$ cat src/gef_pkg.sv
// Shared types, codes and the control program of the gated envelope follower.
`default_nettype none

package gef_pkg;

    // Width of the output voltage field.
    localparam int OUT_BITS = 15;

    // Configuration register indexes.
    localparam int CFG_IDX_BITS = 3;
    localparam logic [CFG_IDX_BITS-1:0] CFG_ATTACK  = 3'd0;
    localparam logic [CFG_IDX_BITS-1:0] CFG_RELEASE = 3'd1;
    localparam logic [CFG_IDX_BITS-1:0] CFG_SLEW    = 3'd2;
    localparam logic [CFG_IDX_BITS-1:0] CFG_AMOUNT  = 3'd3;
    localparam logic [CFG_IDX_BITS-1:0] CFG_CONTOUR = 3'd4;
    localparam logic [CFG_IDX_BITS-1:0] CFG_LEGACY  = 3'd5;

    // Datapath operations.
    typedef logic [3:0] t_op;
    localparam t_op OP_IDLE       = 4'd0;
    localparam t_op OP_S1         = 4'd1;
    localparam t_op OP_S2         = 4'd2;
    localparam t_op OP_S3         = 4'd3;
    localparam t_op OP_S4         = 4'd4;
    localparam t_op OP_ENV        = 4'd5;
    localparam t_op OP_NOP        = 4'd6;
    localparam t_op OP_SQ_MUL     = 4'd7;
    localparam t_op OP_SQ_APPLY   = 4'd8;
    localparam t_op OP_SQRT_GO    = 4'd9;
    localparam t_op OP_SQRT_TAKE  = 4'd10;
    localparam t_op OP_PROD_MUL   = 4'd11;
    localparam t_op OP_PROD_APPLY = 4'd12;
    localparam t_op OP_OUT        = 4'd13;

    // Sequencer branch conditions.
    typedef logic [2:0] t_cond;
    localparam t_cond JC_NEXT      = 3'd0;
    localparam t_cond JC_GOTO      = 3'd1;
    localparam t_cond JC_WAIT_IN   = 3'd2;
    localparam t_cond JC_IF_LINEAR = 3'd3;
    localparam t_cond JC_IF_SQRT   = 3'd4;
    localparam t_cond JC_WAIT_SQRT = 3'd5;
    localparam t_cond JC_WAIT_OUT  = 3'd6;

    // Step addresses of the program.
    localparam int PC_BITS = 4;
    typedef logic [PC_BITS-1:0] t_pc;
    localparam t_pc PC_IDLE       = 4'd0;
    localparam t_pc PC_S1         = 4'd1;
    localparam t_pc PC_S2         = 4'd2;
    localparam t_pc PC_S3         = 4'd3;
    localparam t_pc PC_S4         = 4'd4;
    localparam t_pc PC_ENV        = 4'd5;
    localparam t_pc PC_SHAPE_SEL  = 4'd6;
    localparam t_pc PC_SQ_MUL     = 4'd7;
    localparam t_pc PC_SQ_APPLY   = 4'd8;
    localparam t_pc PC_SQRT_GO    = 4'd9;
    localparam t_pc PC_SQRT_WAIT  = 4'd10;
    localparam t_pc PC_PROD_MUL   = 4'd11;
    localparam t_pc PC_PROD_APPLY = 4'd12;
    localparam t_pc PC_OUT        = 4'd13;

    typedef struct packed {
        t_op   op;
        t_cond cond;
        t_pc   target;
    } t_uword;

    typedef struct packed {
        logic in_accept;
        logic shape_linear;
        logic shape_sqrt;
        logic sqrt_busy;
        logic out_full;
    } t_dp_status;

    // Control store: one word per step.
    function automatic t_uword ucode_rom(input t_pc pc);
        t_uword w;
        unique case (pc)
            PC_IDLE:       w = '{OP_IDLE,       JC_WAIT_IN,   PC_IDLE};
            PC_S1:         w = '{OP_S1,         JC_NEXT,      PC_IDLE};
            PC_S2:         w = '{OP_S2,         JC_NEXT,      PC_IDLE};
            PC_S3:         w = '{OP_S3,         JC_NEXT,      PC_IDLE};
            PC_S4:         w = '{OP_S4,         JC_NEXT,      PC_IDLE};
            PC_ENV:        w = '{OP_ENV,        JC_IF_LINEAR, PC_PROD_MUL};
            PC_SHAPE_SEL:  w = '{OP_NOP,        JC_IF_SQRT,   PC_SQRT_GO};
            PC_SQ_MUL:     w = '{OP_SQ_MUL,     JC_NEXT,      PC_IDLE};
            PC_SQ_APPLY:   w = '{OP_SQ_APPLY,   JC_GOTO,      PC_PROD_MUL};
            PC_SQRT_GO:    w = '{OP_SQRT_GO,    JC_NEXT,      PC_IDLE};
            PC_SQRT_WAIT:  w = '{OP_SQRT_TAKE,  JC_WAIT_SQRT, PC_IDLE};
            PC_PROD_MUL:   w = '{OP_PROD_MUL,   JC_NEXT,      PC_IDLE};
            PC_PROD_APPLY: w = '{OP_PROD_APPLY, JC_NEXT,      PC_IDLE};
            PC_OUT:        w = '{OP_OUT,        JC_WAIT_OUT,  PC_IDLE};
            default:       w = '{OP_NOP,        JC_GOTO,      PC_IDLE};
        endcase
        return w;
    endfunction

endpackage

`default_nettype wire

$ cat src/gef_in_if.sv
// Request channel carrying one gate sample and one audio sample.
`default_nettype none

interface gef_in_if #(
    parameter int SAMPLE_BITS = 16
) ();
    logic                          valid;
    logic                          ready;
    logic signed [SAMPLE_BITS-1:0] gate_voltage;
    logic signed [SAMPLE_BITS-1:0] audio_voltage;
    logic                          gate_present;
    logic                          audio_present;

    modport source (
        output valid, gate_voltage, audio_voltage, gate_present, audio_present,
        input  ready
    );
    modport sink (
        input  valid, gate_voltage, audio_voltage, gate_present, audio_present,
        output ready
    );
endinterface

`default_nettype wire

$ cat src/gef_out_if.sv
// Result channel carrying one control voltage per request.
`default_nettype none

interface gef_out_if
    import gef_pkg::*;
();
    logic                valid;
    logic                ready;
    logic [OUT_BITS-1:0] out_voltage;

    modport source (output valid, out_voltage, input ready);
    modport sink (input valid, out_voltage, output ready);
endinterface

`default_nettype wire

$ cat src/gef_sqrt.sv
// Bit-serial integer square root of a Q0.F value, one result bit per cycle.
`default_nettype none

module gef_sqrt
    import gef_pkg::*;
#(
    parameter int FRAC_BITS = 24
) (
    input  wire logic                 i_clk,
    input  wire logic                 i_rst_n,
    input  wire logic                 i_start,
    input  wire logic [FRAC_BITS-1:0] i_radicand,
    output logic                      o_busy,
    output logic [FRAC_BITS-1:0]      o_root
);
    localparam int F  = FRAC_BITS;
    localparam int CW = $clog2(F + 1);

    logic [2*F-1:0] r_rad;
    logic [F+1:0]   r_rem;
    logic [F-1:0]   r_root;
    logic [CW-1:0]  r_cnt;
    logic           r_busy;

    logic [F+1:0] rem_sh;
    logic [F+1:0] trial;
    logic         fits;

    // Bring down the next two radicand bits and try the next root bit.
    assign rem_sh = {r_rem[F-1:0], r_rad[2*F-1:2*F-2]};
    assign trial  = {r_root, 2'b01};
    assign fits   = (rem_sh >= trial);

    always_ff @(posedge i_clk) begin
        if (!i_rst_n) begin
            r_busy <= 1'b0;
            r_cnt  <= '0;
        end else if (i_start) begin
            r_busy <= 1'b1;
            r_cnt  <= CW'(F);
        end else if (r_busy) begin
            r_cnt  <= r_cnt - CW'(1);
            r_busy <= (r_cnt != CW'(1));
        end
    end

    always_ff @(posedge i_clk) begin
        if (i_start) begin
            // The radicand is x scaled by 2^F, so its low half is zero.
            r_rad  <= {i_radicand, {F{1'b0}}};
            r_rem  <= '0;
            r_root <= '0;
        end else if (r_busy) begin
            r_rad  <= {r_rad[2*F-3:0], 2'b00};
            r_rem  <= fits ? (rem_sh - trial) : rem_sh;
            r_root <= {r_root[F-2:0], fits};
        end
    end

    assign o_busy = r_busy;
    assign o_root = r_root;

endmodule

`default_nettype wire

$ cat src/gef_datapath.sv
// Datapath: followers, amount smoother, shared multiplier, shaping and output register.
`default_nettype none

module gef_datapath
    import gef_pkg::*;
#(
    parameter int FRAC_BITS   = 24,
    parameter int SAMPLE_BITS = 16
) (
    input  wire logic                          i_clk,
    input  wire logic                          i_rst_n,
    input  wire t_uword                        i_uword,
    output t_dp_status                         o_status,
    input  wire logic                          i_in_valid,
    output logic                               o_in_ready,
    input  wire logic signed [SAMPLE_BITS-1:0] i_gate_voltage,
    input  wire logic signed [SAMPLE_BITS-1:0] i_audio_voltage,
    input  wire logic                          i_gate_present,
    input  wire logic                          i_audio_present,
    input  wire logic [FRAC_BITS:0]            i_attack_coeff,
    input  wire logic [FRAC_BITS:0]            i_release_coeff,
    input  wire logic [FRAC_BITS:0]            i_amount_slew_coeff,
    input  wire logic [FRAC_BITS:0]            i_amount_target,
    input  wire logic [1:0]                    i_contour_mode,
    input  wire logic                          i_legacy_contour_map,
    output logic                               o_out_valid,
    input  wire logic                          i_out_ready,
    output logic [OUT_BITS-1:0]                o_out_voltage
);
    localparam int F = FRAC_BITS;
    localparam int W = FRAC_BITS + 1;
    localparam int S = SAMPLE_BITS;

    localparam logic [W-1:0] ONE = {1'b1, {F{1'b0}}};
    localparam logic [W-1:0] ONE_M1 = {1'b0, {F{1'b1}}};

    // Audio target: floor(|v| * 2^F / 10240) = q * 2^(F-11) + floor(r * 2^(F-11) / 5)
    // with |v| = 5q + r.
    localparam logic [63:0] FRAC_R1 = (64'd1 << (FRAC_BITS - 11)) / 5;
    localparam logic [63:0] FRAC_R2 = (64'd2 << (FRAC_BITS - 11)) / 5;
    localparam logic [63:0] FRAC_R3 = (64'd3 << (FRAC_BITS - 11)) / 5;
    localparam logic [63:0] FRAC_R4 = (64'd4 << (FRAC_BITS - 11)) / 5;
    localparam logic [13:0] RECIP5  = 14'd13108;
    localparam logic [31:0] FIVE_VOLT = 32'd10240;
    localparam logic signed [31:0] GATE_HIGH = 32'sd2048;
    localparam logic signed [31:0] GATE_LOW  = 32'sd205;
    localparam logic [OUT_BITS-1:0] OUT_MAX = 15'd20480;

    function automatic logic [W-1:0] sat_one(input logic [W-1:0] v);
        return (v > ONE) ? ONE : v;
    endfunction

    // Item and state registers.
    logic signed [S-1:0] r_gv;
    logic signed [S-1:0] r_av;
    logic                r_gp;
    logic                r_ap;
    logic [W-1:0]        r_amt;
    logic [W-1:0]        r_gate_lvl;
    logic [W-1:0]        r_audio_lvl;
    logic                r_gate_hi;
    logic                r_gate_tgt;
    logic [10:0]         r_qm;
    logic [13:0]         r_mag14;
    logic                r_abig;
    logic [W-1:0]        r_atgt;
    logic [W-1:0]        r_shaped;

    // Shared multiplier registers.
    logic [2*F:0] r_prod;
    logic         r_m_one;
    logic [W-1:0] r_m_b;
    logic         r_m_ceil;
    logic         r_m_up;

    logic                r_out_valid;
    logic [OUT_BITS-1:0] r_out_voltage;

    logic accept;
    logic out_full;

    // Multiplier operand selection.
    logic [W-1:0] m_a;
    logic [W-1:0] m_b;
    logic         m_ceil;
    logic         m_up;
    logic [W-1:0] amt_t;
    logic [W-1:0] gate_t;
    logic [2*F+1:0] m_sum;
    logic [W-1:0] m_res;

    // Rectifier and audio target.
    logic signed [31:0] a32;
    logic signed [31:0] g32;
    logic [31:0]        mag;
    logic [27:0]        qm_prod;
    logic [13:0]        five_q;
    logic [13:0]        rem_full;
    logic [W-1:0]       frac_r;
    logic [W-1:0]       atgt_calc;
    logic               gate_next;

    // Output scaling: round(p * 20480 / 2^F), with 20480 = 5 * 2^12.
    logic [F+3:0]       p5;
    logic [F+15:0]      out_sum;

    // Square root unit.
    logic               sqrt_busy;
    logic [F-1:0]       sqrt_root;

    logic shape_square;
    logic shape_sqrt;

    assign o_in_ready = (i_uword.op == OP_IDLE);
    assign accept     = i_in_valid && o_in_ready;
    assign out_full   = r_out_valid && !i_out_ready;

    assign shape_square = (i_contour_mode == 2'd1);
    assign shape_sqrt   = i_legacy_contour_map ? (i_contour_mode == 2'd0)
                                               : (i_contour_mode == 2'd2);

    assign o_status.in_accept    = accept;
    assign o_status.shape_linear = !shape_square && !shape_sqrt;
    assign o_status.shape_sqrt   = shape_sqrt;
    assign o_status.sqrt_busy    = sqrt_busy;
    assign o_status.out_full     = out_full;

    assign amt_t  = sat_one(i_amount_target);
    assign gate_t = r_gate_tgt ? ONE : '0;

    always_comb begin
        m_a    = '0;
        m_b    = '0;
        m_ceil = 1'b0;
        m_up   = 1'b0;
        unique case (i_uword.op)
            OP_S1: begin
                m_up   = (amt_t > r_amt);
                m_a    = sat_one(i_amount_slew_coeff);
                m_b    = m_up ? (amt_t - r_amt) : (r_amt - amt_t);
                m_ceil = 1'b1;
            end
            OP_S2: begin
                m_up   = (gate_t > r_gate_lvl);
                m_a    = m_up ? sat_one(i_attack_coeff) : sat_one(i_release_coeff);
                m_b    = m_up ? (gate_t - r_gate_lvl) : (r_gate_lvl - gate_t);
                m_ceil = 1'b1;
            end
            OP_S3: begin
                m_up   = (r_atgt > r_audio_lvl);
                m_a    = m_up ? sat_one(i_attack_coeff) : sat_one(i_release_coeff);
                m_b    = m_up ? (r_atgt - r_audio_lvl) : (r_audio_lvl - r_atgt);
                m_ceil = 1'b1;
            end
            OP_SQ_MUL: begin
                m_a = r_shaped;
                m_b = r_shaped;
            end
            OP_PROD_MUL: begin
                m_a = r_shaped;
                m_b = r_amt;
            end
            default: begin
                m_a = '0;
            end
        endcase
    end

    // A factor of exactly one passes the other operand through unchanged.
    assign m_sum = {1'b0, r_prod} + (r_m_ceil ? (2*F+2)'(ONE_M1) : '0);
    assign m_res = r_m_one ? r_m_b : m_sum[2*F:F];

    assign g32      = 32'(r_gv);
    assign a32      = 32'(r_av);
    assign mag      = a32[31] ? unsigned'(-a32) : unsigned'(a32);
    assign qm_prod  = 28'(mag[13:0]) * 28'(RECIP5);
    assign five_q   = {1'b0, r_qm, 2'b00} + 14'(r_qm);
    assign rem_full = r_mag14 - five_q;

    always_comb begin
        case (rem_full[2:0])
            3'd1:    frac_r = FRAC_R1[W-1:0];
            3'd2:    frac_r = FRAC_R2[W-1:0];
            3'd3:    frac_r = FRAC_R3[W-1:0];
            3'd4:    frac_r = FRAC_R4[W-1:0];
            default: frac_r = '0;
        endcase
    end

    assign atgt_calc = !r_ap  ? '0 :
                       r_abig ? ONE :
                       ((W'(r_qm) << (F - 11)) + frac_r);

    // Schmitt trigger: rises above 1 V, falls below 0.1 V.
    assign gate_next = r_gate_hi ? !(g32 < GATE_LOW) : (g32 > GATE_HIGH);

    assign p5      = ((F+4)'(r_shaped) << 2) + (F+4)'(r_shaped);
    assign out_sum = {p5, 12'b0} + ((F+16)'(1) << (F - 1));

    gef_sqrt #(
        .FRAC_BITS (FRAC_BITS)
    ) u_sqrt (
        .i_clk      (i_clk),
        .i_rst_n    (i_rst_n),
        .i_start    (i_uword.op == OP_SQRT_GO),
        .i_radicand (r_shaped[F-1:0]),
        .o_busy     (sqrt_busy),
        .o_root     (sqrt_root)
    );

    // Operand capture and multiplier stage.
    always_ff @(posedge i_clk) begin
        if (accept) begin
            r_gv <= i_gate_voltage;
            r_av <= i_audio_voltage;
            r_gp <= i_gate_present;
            r_ap <= i_audio_present;
        end
        r_prod   <= (2*F+1)'(m_a[F-1:0]) * (2*F+1)'(m_b);
        r_m_one  <= m_a[F];
        r_m_b    <= m_b;
        r_m_ceil <= m_ceil;
        r_m_up   <= m_up;
    end

    // Work registers that carry no state between requests.
    always_ff @(posedge i_clk) begin
        unique case (i_uword.op)
            OP_S1: begin
                r_gate_tgt <= r_gp && gate_next;
                r_qm       <= qm_prod[26:16];
                r_mag14    <= mag[13:0];
                r_abig     <= (mag >= FIVE_VOLT);
            end
            OP_S2: begin
                r_atgt <= atgt_calc;
            end
            OP_ENV: begin
                r_shaped <= (r_gate_lvl > r_audio_lvl) ? r_gate_lvl : r_audio_lvl;
            end
            OP_SQ_APPLY, OP_PROD_APPLY: begin
                r_shaped <= m_res;
            end
            OP_SQRT_TAKE: begin
                if (!sqrt_busy && !r_shaped[F]) begin
                    r_shaped <= {1'b0, sqrt_root};
                end
            end
            default: begin
                r_shaped <= r_shaped;
            end
        endcase
    end

    // Follower and smoother state.
    always_ff @(posedge i_clk) begin
        if (!i_rst_n) begin
            r_amt       <= ONE;
            r_gate_lvl  <= '0;
            r_audio_lvl <= '0;
            r_gate_hi   <= 1'b0;
        end else begin
            unique case (i_uword.op)
                OP_S1: begin
                    r_gate_hi <= r_gp && gate_next;
                end
                OP_S2: begin
                    r_amt <= r_m_up ? (r_amt + m_res) : (r_amt - m_res);
                end
                OP_S3: begin
                    r_gate_lvl <= r_m_up ? (r_gate_lvl + m_res) : (r_gate_lvl - m_res);
                end
                OP_S4: begin
                    r_audio_lvl <= r_m_up ? (r_audio_lvl + m_res) : (r_audio_lvl - m_res);
                end
                default: begin
                    r_amt <= r_amt;
                end
            endcase
        end
    end

    // Output register; the sequencer loads it only while it is free.
    // A waiting result stays until taken; a new one can load as the old one leaves.
    always_ff @(posedge i_clk) begin
        if (!i_rst_n) begin
            r_out_valid <= 1'b0;
        end else begin
            r_out_valid <= out_full || (i_uword.op == OP_OUT);
        end
    end

    always_ff @(posedge i_clk) begin
        if ((i_uword.op == OP_OUT) && !out_full) begin
            r_out_voltage <= out_sum[F+14:F];
        end
    end

    assign o_out_valid   = r_out_valid;
    assign o_out_voltage = r_out_voltage;

    a_levels_bounded: assert property (@(posedge i_clk) disable iff (!i_rst_n)
        (r_gate_lvl <= ONE) && (r_audio_lvl <= ONE) && (r_amt <= ONE))
        else $error("follower or amount level above one");

    a_out_loaded: assert property (@(posedge i_clk) disable iff (!i_rst_n)
        ((i_uword.op == OP_OUT) && !out_full) |=> r_out_valid)
        else $error("result not presented after output step");

    a_out_range: assert property (@(posedge i_clk) disable iff (!i_rst_n)
        r_out_valid |-> (r_out_voltage <= OUT_MAX))
        else $error("output voltage above ten volts");

endmodule

`default_nettype wire

$ cat src/gef_sequencer.sv
// Microcode sequencer: step counter, control store lookup and branch logic.
`default_nettype none

module gef_sequencer
    import gef_pkg::*;
(
    input  wire logic       i_clk,
    input  wire logic       i_rst_n,
    input  wire t_dp_status i_status,
    output t_uword          o_uword
);
    logic [PC_BITS-1:0] r_pc;
    logic [PC_BITS-1:0] n_pc;
    t_uword             uw;
    logic [PC_BITS-1:0] pc_inc;

    assign uw     = ucode_rom(r_pc);
    assign pc_inc = r_pc + PC_BITS'(1);

    always_comb begin
        unique case (uw.cond)
            JC_NEXT:      n_pc = pc_inc;
            JC_GOTO:      n_pc = uw.target;
            JC_WAIT_IN:   n_pc = i_status.in_accept ? pc_inc : r_pc;
            JC_IF_LINEAR: n_pc = i_status.shape_linear ? uw.target : pc_inc;
            JC_IF_SQRT:   n_pc = i_status.shape_sqrt ? uw.target : pc_inc;
            JC_WAIT_SQRT: n_pc = i_status.sqrt_busy ? r_pc : pc_inc;
            JC_WAIT_OUT:  n_pc = i_status.out_full ? r_pc : uw.target;
            default:      n_pc = PC_IDLE;
        endcase
    end

    always_ff @(posedge i_clk) begin
        if (!i_rst_n) begin
            r_pc <= PC_IDLE;
        end else begin
            r_pc <= n_pc;
        end
    end

    assign o_uword = uw;

    a_accept_starts: assert property (@(posedge i_clk) disable iff (!i_rst_n)
        i_status.in_accept |=> (r_pc == PC_S1))
        else $error("accepted request did not start the program");

    a_sqrt_only_waiting: assert property (@(posedge i_clk) disable iff (!i_rst_n)
        i_status.sqrt_busy |-> (r_pc == PC_SQRT_WAIT))
        else $error("square root running outside its wait step");

    a_pc_in_program: assert property (@(posedge i_clk) disable iff (!i_rst_n)
        r_pc <= PC_OUT)
        else $error("step counter left the program");

endmodule

`default_nettype wire

$ cat src/gated_envelope_follower_unit.sv
// Top level of the gated envelope follower: configuration registers and unit wiring.
//
// Usage: each request on i_in carries one gate sample, one audio sample and
// their connected flags; each request produces exactly one control voltage
// on o_out (0 to 20480, 1/2048 V per LSB). Both channels use valid/ready and
// move a request at a clock edge where both are high. Configuration is
// written through i_cfg_we / i_cfg_idx / i_cfg_wdata while the unit is idle;
// indexes beyond the register list are ignored.
// After acceptance the program runs the follower and smoother steps and the
// envelope step, then the contour shaping (none for linear, a squaring
// multiply for square, a wait on the bit-serial square root unit for square
// root) and the product with the amount. A request is accepted only in the
// idle step that follows the output step, so the unit never takes a new
// request while the previous one is still in flight.
// The result waits in an output register; while the receiver stalls, the
// unit finishes the current request up to the output step and holds there.
// Synchronous reset restores the default coefficients, sets both followers
// to zero, the amount to one and the gate to low.
`default_nettype none

module gated_envelope_follower_unit
    import gef_pkg::*;
#(
    parameter int FRAC_BITS   = 24,
    parameter int SAMPLE_BITS = 16
) (
    input  wire logic                    i_clk,
    input  wire logic                    i_rst_n,
    gef_in_if.sink                       i_in,
    gef_out_if.source                    o_out,
    input  wire logic                    i_cfg_we,
    input  wire logic [CFG_IDX_BITS-1:0] i_cfg_idx,
    input  wire logic [FRAC_BITS:0]      i_cfg_wdata
);
    localparam int F = FRAC_BITS;

    // Defaults given at Q0.24, rescaled to the configured fraction width.
    localparam logic [63:0] ATTACK_RST  = (64'd34916 << FRAC_BITS) >> 24;
    localparam logic [63:0] RELEASE_RST = (64'd3495 << FRAC_BITS) >> 24;
    localparam logic [F:0]  ONE         = {1'b1, {F{1'b0}}};

    logic [F:0] r_attack_coeff;
    logic [F:0] r_release_coeff;
    logic [F:0] r_amount_slew_coeff;
    logic [F:0] r_amount_target;
    logic [1:0] r_contour_mode;
    logic       r_legacy_contour_map;

    t_uword     uword;
    t_dp_status status;

    always_ff @(posedge i_clk) begin
        if (!i_rst_n) begin
            r_attack_coeff       <= ATTACK_RST[F:0];
            r_release_coeff      <= RELEASE_RST[F:0];
            r_amount_slew_coeff  <= ATTACK_RST[F:0];
            r_amount_target      <= ONE;
            r_contour_mode       <= 2'd0;
            r_legacy_contour_map <= 1'b0;
        end else if (i_cfg_we) begin
            unique case (i_cfg_idx)
                CFG_ATTACK:  r_attack_coeff       <= i_cfg_wdata;
                CFG_RELEASE: r_release_coeff      <= i_cfg_wdata;
                CFG_SLEW:    r_amount_slew_coeff  <= i_cfg_wdata;
                CFG_AMOUNT:  r_amount_target      <= i_cfg_wdata;
                CFG_CONTOUR: r_contour_mode       <= i_cfg_wdata[1:0];
                CFG_LEGACY:  r_legacy_contour_map <= i_cfg_wdata[0];
                default:     r_contour_mode       <= r_contour_mode;
            endcase
        end
    end

    gef_sequencer u_seq (
        .i_clk    (i_clk),
        .i_rst_n  (i_rst_n),
        .i_status (status),
        .o_uword  (uword)
    );

    gef_datapath #(
        .FRAC_BITS   (FRAC_BITS),
        .SAMPLE_BITS (SAMPLE_BITS)
    ) u_dp (
        .i_clk                (i_clk),
        .i_rst_n              (i_rst_n),
        .i_uword              (uword),
        .o_status             (status),
        .i_in_valid           (i_in.valid),
        .o_in_ready           (i_in.ready),
        .i_gate_voltage       (i_in.gate_voltage),
        .i_audio_voltage      (i_in.audio_voltage),
        .i_gate_present       (i_in.gate_present),
        .i_audio_present      (i_in.audio_present),
        .i_attack_coeff       (r_attack_coeff),
        .i_release_coeff      (r_release_coeff),
        .i_amount_slew_coeff  (r_amount_slew_coeff),
        .i_amount_target      (r_amount_target),
        .i_contour_mode       (r_contour_mode),
        .i_legacy_contour_map (r_legacy_contour_map),
        .o_out_valid          (o_out.valid),
        .i_out_ready          (o_out.ready),
        .o_out_voltage        (o_out.out_voltage)
    );

endmodule

`default_nettype wire

$ cat src/flat_wrapper.sv
// flat-port wrapper written by rule: the top's interface ports become plain ports
module gated_envelope_follower_unit_flat import gef_pkg::*;
#(
    parameter int FRAC_BITS   = 24,
    parameter int SAMPLE_BITS = 16
)
  (i_clk, i_rst_n, i_cfg_we, i_cfg_idx, i_cfg_wdata, i_in_valid, i_in_gate_voltage, i_in_audio_voltage, i_in_gate_present, i_in_audio_present, i_in_ready, o_out_valid, o_out_out_voltage, o_out_ready);
  gef_in_if #(.SAMPLE_BITS(SAMPLE_BITS)) i_in_i ();
  gef_out_if o_out_i ();
  input  wire logic i_clk;
  input  wire logic i_rst_n;
  input  wire logic i_cfg_we;
  input  wire logic [CFG_IDX_BITS-1:0] i_cfg_idx;
  input  wire logic [FRAC_BITS:0] i_cfg_wdata;
  input wire logic [$bits(i_in_i.valid)-1:0] i_in_valid;
  input wire logic [$bits(i_in_i.gate_voltage)-1:0] i_in_gate_voltage;
  input wire logic [$bits(i_in_i.audio_voltage)-1:0] i_in_audio_voltage;
  input wire logic [$bits(i_in_i.gate_present)-1:0] i_in_gate_present;
  input wire logic [$bits(i_in_i.audio_present)-1:0] i_in_audio_present;
  output wire logic [$bits(i_in_i.ready)-1:0] i_in_ready;
  output wire logic [$bits(o_out_i.valid)-1:0] o_out_valid;
  output wire logic [$bits(o_out_i.out_voltage)-1:0] o_out_out_voltage;
  input wire logic [$bits(o_out_i.ready)-1:0] o_out_ready;
  assign i_in_i.valid = i_in_valid;
  assign i_in_i.gate_voltage = i_in_gate_voltage;
  assign i_in_i.audio_voltage = i_in_audio_voltage;
  assign i_in_i.gate_present = i_in_gate_present;
  assign i_in_i.audio_present = i_in_audio_present;
  assign i_in_ready = i_in_i.ready;
  assign o_out_valid = o_out_i.valid;
  assign o_out_out_voltage = o_out_i.out_voltage;
  assign o_out_i.ready = o_out_ready;
  gated_envelope_follower_unit #(.FRAC_BITS(FRAC_BITS), .SAMPLE_BITS(SAMPLE_BITS)) u_core (.i_clk(i_clk), .i_rst_n(i_rst_n), .i_in(i_in_i), .o_out(o_out_i), .i_cfg_we(i_cfg_we), .i_cfg_idx(i_cfg_idx), .i_cfg_wdata(i_cfg_wdata));
endmodule
$ cat config.mk
export PLATFORM = sky130hd
export DESIGN_NAME = gated_envelope_follower_unit_flat
export DESIGN_NICKNAME = d
export VERILOG_FILES = /design/src/gef_pkg.sv /design/src/gef_in_if.sv /design/src/gef_out_if.sv /design/src/gef_sqrt.sv /design/src/gef_datapath.sv /design/src/gef_sequencer.sv /design/src/gated_envelope_follower_unit.sv /design/src/flat_wrapper.sv
export SDC_FILE = /design/constraint.sdc
export NUM_CORES = 2
export LEC_CHECK = 0
export ABC_CLOCK_PERIOD_IN_PS = 15100
export BUFFER_PORTS_ARGS = -buffer_cell sky130_fd_sc_hd__buf_2
export CORE_ASPECT_RATIO = 1.25
export CORE_MARGIN = 1.5
export CORE_UTILIZATION = 30
export CTS_CLUSTER_SIZE = 25
export DETAILED_ROUTE_END_ITERATION = 12
export SLEW_MARGIN = 25
export SYNTH_ARGS = -nofsm -noshare
export SYNTH_HDL_FRONTEND = slang
export SYNTH_SLANG_ARGS = --single-unit
$ cat constraint.sdc
create_clock -name i_clk -period 15.1 [get_ports i_clk]
set_input_delay 0 -clock i_clk [delete_from_list [all_inputs] [get_ports i_clk]]
set_output_delay 0 -clock i_clk [all_outputs]
set_load 0.02 [all_outputs]
; Word level (Yosys, flattened, before mapping)
; Memory sizes are Yosys's and may differ from the RTL's. A register that Yosys moved wholly into a read port is not among the register bits.
; Index checks and enable logic that the tools add are counted.
[totals]
register_bits = 454
latch_bits = 0
ramBits = 0
rom_bits = 160
input_bits = 67
output_inout_bits = 17
word_cells = 183
n_memories = 1
[memory_table]
columns = memory, depth, word_bits, rd, rd_clocked_by_memory_dff, write_ports, line
row1 = (no name shown), 16, 10, 1, 1, 0, gef_pkg.sv:80  ; unique case (pc)
[classes]
n_addsub = 22
mul = 2
n_div = 0
n_lt_le_gt_ge = 12
n_eq_ne = 34
shifts = 0
mux = 42
n_bitwise = 2
n_reduce_logical = 33
[ops]
columns = op, n
row1 = 25-bit two-way mux, 17
row2 = 25-bit subtractor, 9
row3 = 25-bit one-hot mux with 5 select lines, 1
row4 = 25-bit greater-than comparator, 4
row5 = "25-bit greater-than comparator, second input constant", 4
row6 = 25-bit one-hot mux with 4 select lines, 1
row7 = 48-bit two-way mux, 2
row8 = 25-bit adder, 3
row9 = 25-bit one-hot mux with 3 select lines, 1
row10 = 13-bit one-hot mux with 4 select lines, 1
row11 = 49-bit by 24-bit adder with 49-bit output, 1
row12 = 24-bit by 25-bit multiplier with 49-bit output, 1
row13 = 24-bit two-way mux, 2
row14 = "39-bit by 24-bit adder with 39-bit output, second input constant", 1
row15 = "32-bit by 14-bit >= comparator with 1-bit output, second input constant", 1
row16 = 32-bit two-way mux, 1
row17 = 16-bit negation with 32-bit output, 1
row18 = 4-bit two-way mux, 7
row19 = 4-bit one-hot mux with 7 select lines, 1
row20 = 27-bit by 25-bit adder with 27-bit output, 1
row21 = 26-bit >= comparator, 1
row22 = 24-bit by 13-bit adder with 25-bit output, 1
row23 = "14-bit by 12-bit multiplier with 25-bit output, second input constant", 1
row24 = "4-bit equality test, second input constant", 6
row25 = 33 further kinds, 78

; Longest topological paths before layout
[logic_depth]
depth_word = 8
depth_mapped = 53
mapped_depth_nobuf = 49

; Cells and area by module
; From an unflattened synthesis, not the netlist that was laid out.
[hier_totals]
hier_cells = 6296
hier_area_um2 = 54705.0
[by_module_without_submodules]
columns = module, n_inst, cells_per_inst, area_per_inst_um2, seq_area_each_um2
row1 = gef_datapath, 1, 5365, 45562.4, 6266.0
row2 = gef_sqrt, 1, 472, 4475.5, 1801.7
row3 = gated_envelope_follower_unit, 1, 380, 3903.7, 2062.0
row4 = gef_sequencer, 1, 79, 763.2, 260.2

; Worst setup path after synthesis
; No wires, ideal clock.
[synth_path]
path_type = reg-to-reg
startpoint = reg u_core.r_amount_target[18]
endpoint = reg u_core.u_dp.r_prod[48]
setup_time_ps = 72
t_arrival_ps = 11000
t_required_ps = 15028
path_slack_ps = 4028
path_stages_with_launch = 49
path_buffers = 4
synth_period_minus_slack_ps = 11072
path_cell_list = dfxtp_1 > nor4_1 > nand4_1 > o21ai_1 > clkbuf_1 > nand2_1 > inv_1 > ha_1 > clkbuf_1 > a21o_1 > a2111oi_0 > o21ai_1 > nand2_1 > buf_2 > mux2_2 > a21oi_1 > xnor2_1 > nand2_1 > (+13 left out) > fa_1 > inv_1 > fa_1 > inv_1 > ha_1 > inv_1 > o21ai_0 > a21oi_1 > o21ai_0 > a221o_1 > a21oi_1 > o21a_1 > a2111oi_0 > or2_2 > o41ai_1 > nor4_1 > o32ai_1 > xnor2_1
[synth_via]
elab_chain_len = 6
elab_cells_between_ends = 8
classes_between = add/sub: 2 / mul: 1 / order compare: 2 / mux: 3
[synth_rtl]
columns = element, line
row1 = "start, declared", gated_envelope_follower_unit.sv:45  ; logic [F:0] r_amount_target;
row2 = "start signal, assigned", gated_envelope_follower_unit.sv:65  ; CFG_AMOUNT: r_amount_target <= i_cfg_wdata;
row3 = 25-bit greater-than comparator, gef_datapath.sv:50  ; return (v > ONE) ? ONE : v;
row4 = 25-bit two-way mux *, gef_datapath.sv:50
row5 = 25-bit subtractor / 25-bit greater-than comparator (equally long branches), "gef_datapath.sv:140, gef_datapath.sv:138"
row6 = 25-bit two-way mux *, gef_datapath.sv:140  ; m_b = m_up ? (amt_t - r_amt) : (r_amt - amt_t);
row7 = 25-bit one-hot mux with 5 select lines *, gef_datapath.sv:136  ; unique case (i_uword.op)
row8 = via u_core.u_dp.m_b[9], gef_datapath.sv:84  ; logic [W-1:0] m_b;
row9 = 24-bit by 25-bit multiplier with 49-bit output *, gef_datapath.sv:219  ; r_prod <= (2*F+1)'(m_a[F-1:0]) * (2*F+1)'(m_b);
row10 = "end signal, assigned", gef_datapath.sv:219
row11 = "end, declared", gef_datapath.sv:70  ; logic [2*F:0] r_prod;
; The timed path passes the listed nets; every way through them passes the cells marked *.
; A chain may end at the register's enable or synchronous reset.

; Final worst setup path
[layout_path]
startpoint = reg u_core.u_dp.r_audio_lvl[1]
endpoint = reg u_core.u_dp.r_prod[48]
[layout_via]
elab_chain_len = 4
elab_cells_between_ends = 8
classes_between = add/sub: 2 / mul: 1 / order compare: 1 / mux: 4
[layout_rtl]
columns = element, line
row1 = "start, declared", gef_datapath.sv:60  ; logic [W-1:0] r_audio_lvl;
row2 = "start signal, assigned", gef_datapath.sv:274  ; r_audio_lvl <= r_m_up ? (r_audio_lvl + m_res) : (r_audio_lvl - m_res);
row3 = 25-bit subtractor / 25-bit greater-than comparator (equally long branches), "gef_datapath.sv:152, gef_datapath.sv:150"
row4 = 25-bit two-way mux (on tied branches), "gef_datapath.sv:152, gef_datapath.sv:151"
row5 = 25-bit one-hot mux with 5 select lines / 25-bit one-hot mux with 4 select lines (equally long branches), gef_datapath.sv:136
row6 = 24-bit by 25-bit multiplier with 49-bit output *, gef_datapath.sv:219
; Every way passes the cells marked *; elsewhere a longest branch is shown, timed or not.

==> out/qor.yml <==
setup_path:
  crit_fanout: 25
  r2r-start: "u_core.u_dp.r_audio_lvl[1]"
  rrSetupSlack_ns: 1.62
  cp-startpoint: "u_core.u_dp.r_audio_lvl[1]"
  endpoint_kind: "flop"
  critPathKind: "reg -> reg"
  cp-start-kind: "flop"
  reg2reg_depth: 45
  crit_arrival_ns: 14.04
  r2r-end: "u_core.u_dp.r_prod[48]"
  slowest_delay_ns: 0.75
  crit_path_frequent_cell: "inv_1"
  cp.required_ns: 15.66
  crit_slowest_cell: "a41oi_4"
clock_network:
  cts_setup_buffers: 0
  clockRootBuffer: "clkbuf_16"
  insertion_delay_ns: 0.65
  ctsResizeCount: 0
  cts_tree: "done"
  cts_inserted_buffers: 49
  htreeDepth: 2
  cts_buffer_depth: 3
  clk_pin_slew_ns: 0.07
  clkSinkCount: 454
  cts_hold_buf: 69
placement:
  io_buffers: 83
  dp_hpwl_um: 138000
  place_congestion: 0.951
  post-place-ws_ns: 1.55
global_route:
  grt_use_met3_pct: 2.31
  met2_usage_pct: 32.7
  met1_usage_pct: 23.7
  grt_max_degree: 112
  grt_pass1_wl_um: 271000
  grt_usage_pct: 19.4
  grt_pass1_vias: 45000
  overflow: 0
  antenna_found_initial: 11
  grt_busiest_layer: "met2"
yosys:
  synth-warning-count: 0
  synth_fp_nets: 7457
  async_reset_ff_share_pct: 0
  synth-edff-count: 130
  netlist_instances: 6282
  synth_cell_type_count: 102
  synth-seq-cells: 454
  syn-cell-area_mm2: 0.0535
  synth_seq_area_share_pct: 19.4
  syn_area_per_cell_um2: 8.51
  synth_flop_cell: "dfxtp_1"
layout:
  fillers: 18500
  layout.nets: 7484
  syn_to_final_growth_pct: 10.3
  layout-drive-gt1-share_pct: 5.25
min_path:
  hold_path_end: "u_core.u_dp.r_ap"
  hold_path_class: "in -> reg"
  holdPathStages: 2
  hold_start: "i_in_audio_present"
timing:
  worstMarginPinSlew_ns: 1.08
  slew_headroom_pct: 27.4
  setup_viol: 0
  holdWs_ns: 0.102
  slew_viol_final: 0
  setup_tns_ns: 0
  max_freq_ghz: 0.0742
  setup_ws_ns: 1.62
  min_period_over_period_pct: 89.3
  skew_ns: 0.0605
  rsz0062_at_grt: "no"
  hold_viol_final: 0
  period_needed_ns: 13.48
route:
  drtIter0Drc: 3250
  vias_per_cell: 5.12
  routedWlPerCell_um: 20.5
  ant_nets: 0
  num_vias: 44600
  drc: 0
  dr.pass1.iters: 6
  wl_um: 178000
floorplan:
  start_util_pct: 30.1
  rows: 173
  die_w_um: 381
  core_mm2: 0.177
  ios: 84
  dieArea_mm2: 0.181
  die_h_um: 475
status:
  status: "complete, no violations"
flow_run:
  max_cap_violations: 0
cell usage after synthesis, types with 10 or more instances:
cell type  instances  area (um2)
nand4_1           38         238
dfxtp_1          324        6490
and2_1           227        1420
nand2_1          970        3640
nor4_1            41         257
a21boi_0         113         848
nor2_1           312        1170
o21a_1            45         338
or3_1             20         125
nand2b_1          55         344
a221oi_1          10        87.6
a2111oi_0         10        87.6
xnor2_1          172        1510
fa_1             560       11200
o21ai_0          231        1160
edfxtp_1         130        3900
nor3b_1           11        82.6
o21ai_1           12        60.1
o21bai_1          34         255
a22oi_1           50         375
nor3_1            76         380
o41ai_1           11        96.3
or2_2             14        87.6
a222oi_1          10         100
buf_1             13        48.8
mux2i_1           94         941
nand3_1           89         445
nor2b_1           48         300
o211ai_1          42         315
o221ai_1          20         175
clkbuf_1         200         751
a31oi_1           34         213
xor2_1           110         963
and3_1            31         194
a211oi_1          49         368
inv_1            904        3390
ha_1             548        6860
buf_2             50         250
a21o_1           123         923
a211o_1           13         114
o31ai_1           23         173
a21oi_1          272        1360
worst max path at each step:
| stage | end | slack [ns] |
|---|---|---|
| after floorplan | u_core.u_dp.r_prod[48] | 4.03 |
| after global placement | u_core.u_dp.r_prod[48] | 1.71 |
| after detailed placement | u_core.u_dp.r_prod[48] | 1.55 |
| after CTS | u_core.u_dp.r_prod[48] | 1.48 |
| after global routing | u_core.u_dp.r_prod[48] | 0.85 |
| final | u_core.u_dp.r_prod[48] | 1.62 |
flip-flops by register name, indices dropped and copies added (netlist names), 16 cells and up:
| name | count |
|---|---|
| u_core.u_dp.r_gate_lvl | 25 |
| u_core.u_dp.r_amt | 25 |
| u_core.r_amount_target | 25 |
| u_core.u_dp.r_atgt | 16 |
| u_core.u_dp.r_av | 16 |
| u_core.r_attack_coeff | 25 |
| u_core.u_dp.r_audio_lvl | 25 |
| u_core.r_amount_slew_coeff | 25 |
| u_core.u_dp.r_prod | 49 |
| u_core.u_dp.u_sqrt.r_rem | 24 |
| u_core.u_dp.u_sqrt.r_rad | 24 |
| u_core.r_release_coeff | 25 |
| u_core.u_dp.u_sqrt.o_root | 24 |
| u_core.u_dp.r_shaped | 25 |
| u_core.u_dp.r_m_b | 25 |
| u_core.u_dp.r_gv | 16 |
cells in the final DEF, fill, tap and decap left out, drive strengths merged, types with 55 or more instances in the layout:
| cell | n |
|---|---|
| nand2 | 970 |
| inv | 915 |
| fa | 560 |
| ha | 548 |
| dfxtp | 324 |
| nor2 | 312 |
| a21oi | 274 |
| o21ai | 243 |
| and2 | 227 |
| xnor2 | 173 |
| buf | 171 |
| edfxtp | 130 |
| a21o | 123 |
| a21boi | 115 |
| xor2 | 110 |
| mux2i | 94 |
| nand3 | 89 |
| nor3 | 77 |
| dlygate4sd3 | 69 |
| clkbuf | 61 |
| nand2b | 55 |
metal layers:
metal  up-vias  part of all wire, %
met2      1536                   47
met1     21800                   40
met3       431                  5.8
met5         -                0.031
li1      20800                    -
met4        10                  6.8
kinds of logic (layout without fill, tap and decap cells):
kind of cell	after synthesis	in the layout	share of synthesized area, %
compound gates	1196	1196	15.0
xor+xnor	284	284	4.69
fa+ha+maj	1108	1108	33.8
buf+inv	1172	1237	8.35
flops	454	454	19.4
mux	102	102	1.93
other cells	0	6	0
simple gates	1966	1966	16.8
stage by stage:
stage	cell area [um2]	utilization (%)	cells
2_1_floorplan	53500	-	6282
3_3_place_gp	56500	31.8	8549
3_5_place_dp	56500	31.9	8550
4_1_cts	58900	33.2	8708
5_1_grt	59000	33.2	8710
6_report	59000	33.2	8715
worst max-delay path, delay by kind of cell, from the launching register on:
family	cells	cell delay, ns
compound gates	18	5.47
xor+xnor	1	0.16
fa+ha+maj	9	4.25
buf+inv	11	1.50
flops	1	0.57
mux	1	0.50
simple gates	5	0.93
layout make-up:
type | count | area [um2] | share of cell area (%)
diodes | 6 | 15.0 | 0.0255
clock buffers | 61 | 1320 | 2.24
clock inverters | 28 | 362 | 0.613
inverters | 908 | 3410 | 5.78
multi-input cells | 4656 | 38700 | 65.7
flip-flops and latches | 454 | 10400 | 17.6
well taps | 2362 | 2960 | 5.01
repair buffers | 240 | 1790 | 3.04
Power is not shown: default switching activity piles up to over one toggle a cycle in this logic, so the estimate is an artifact.
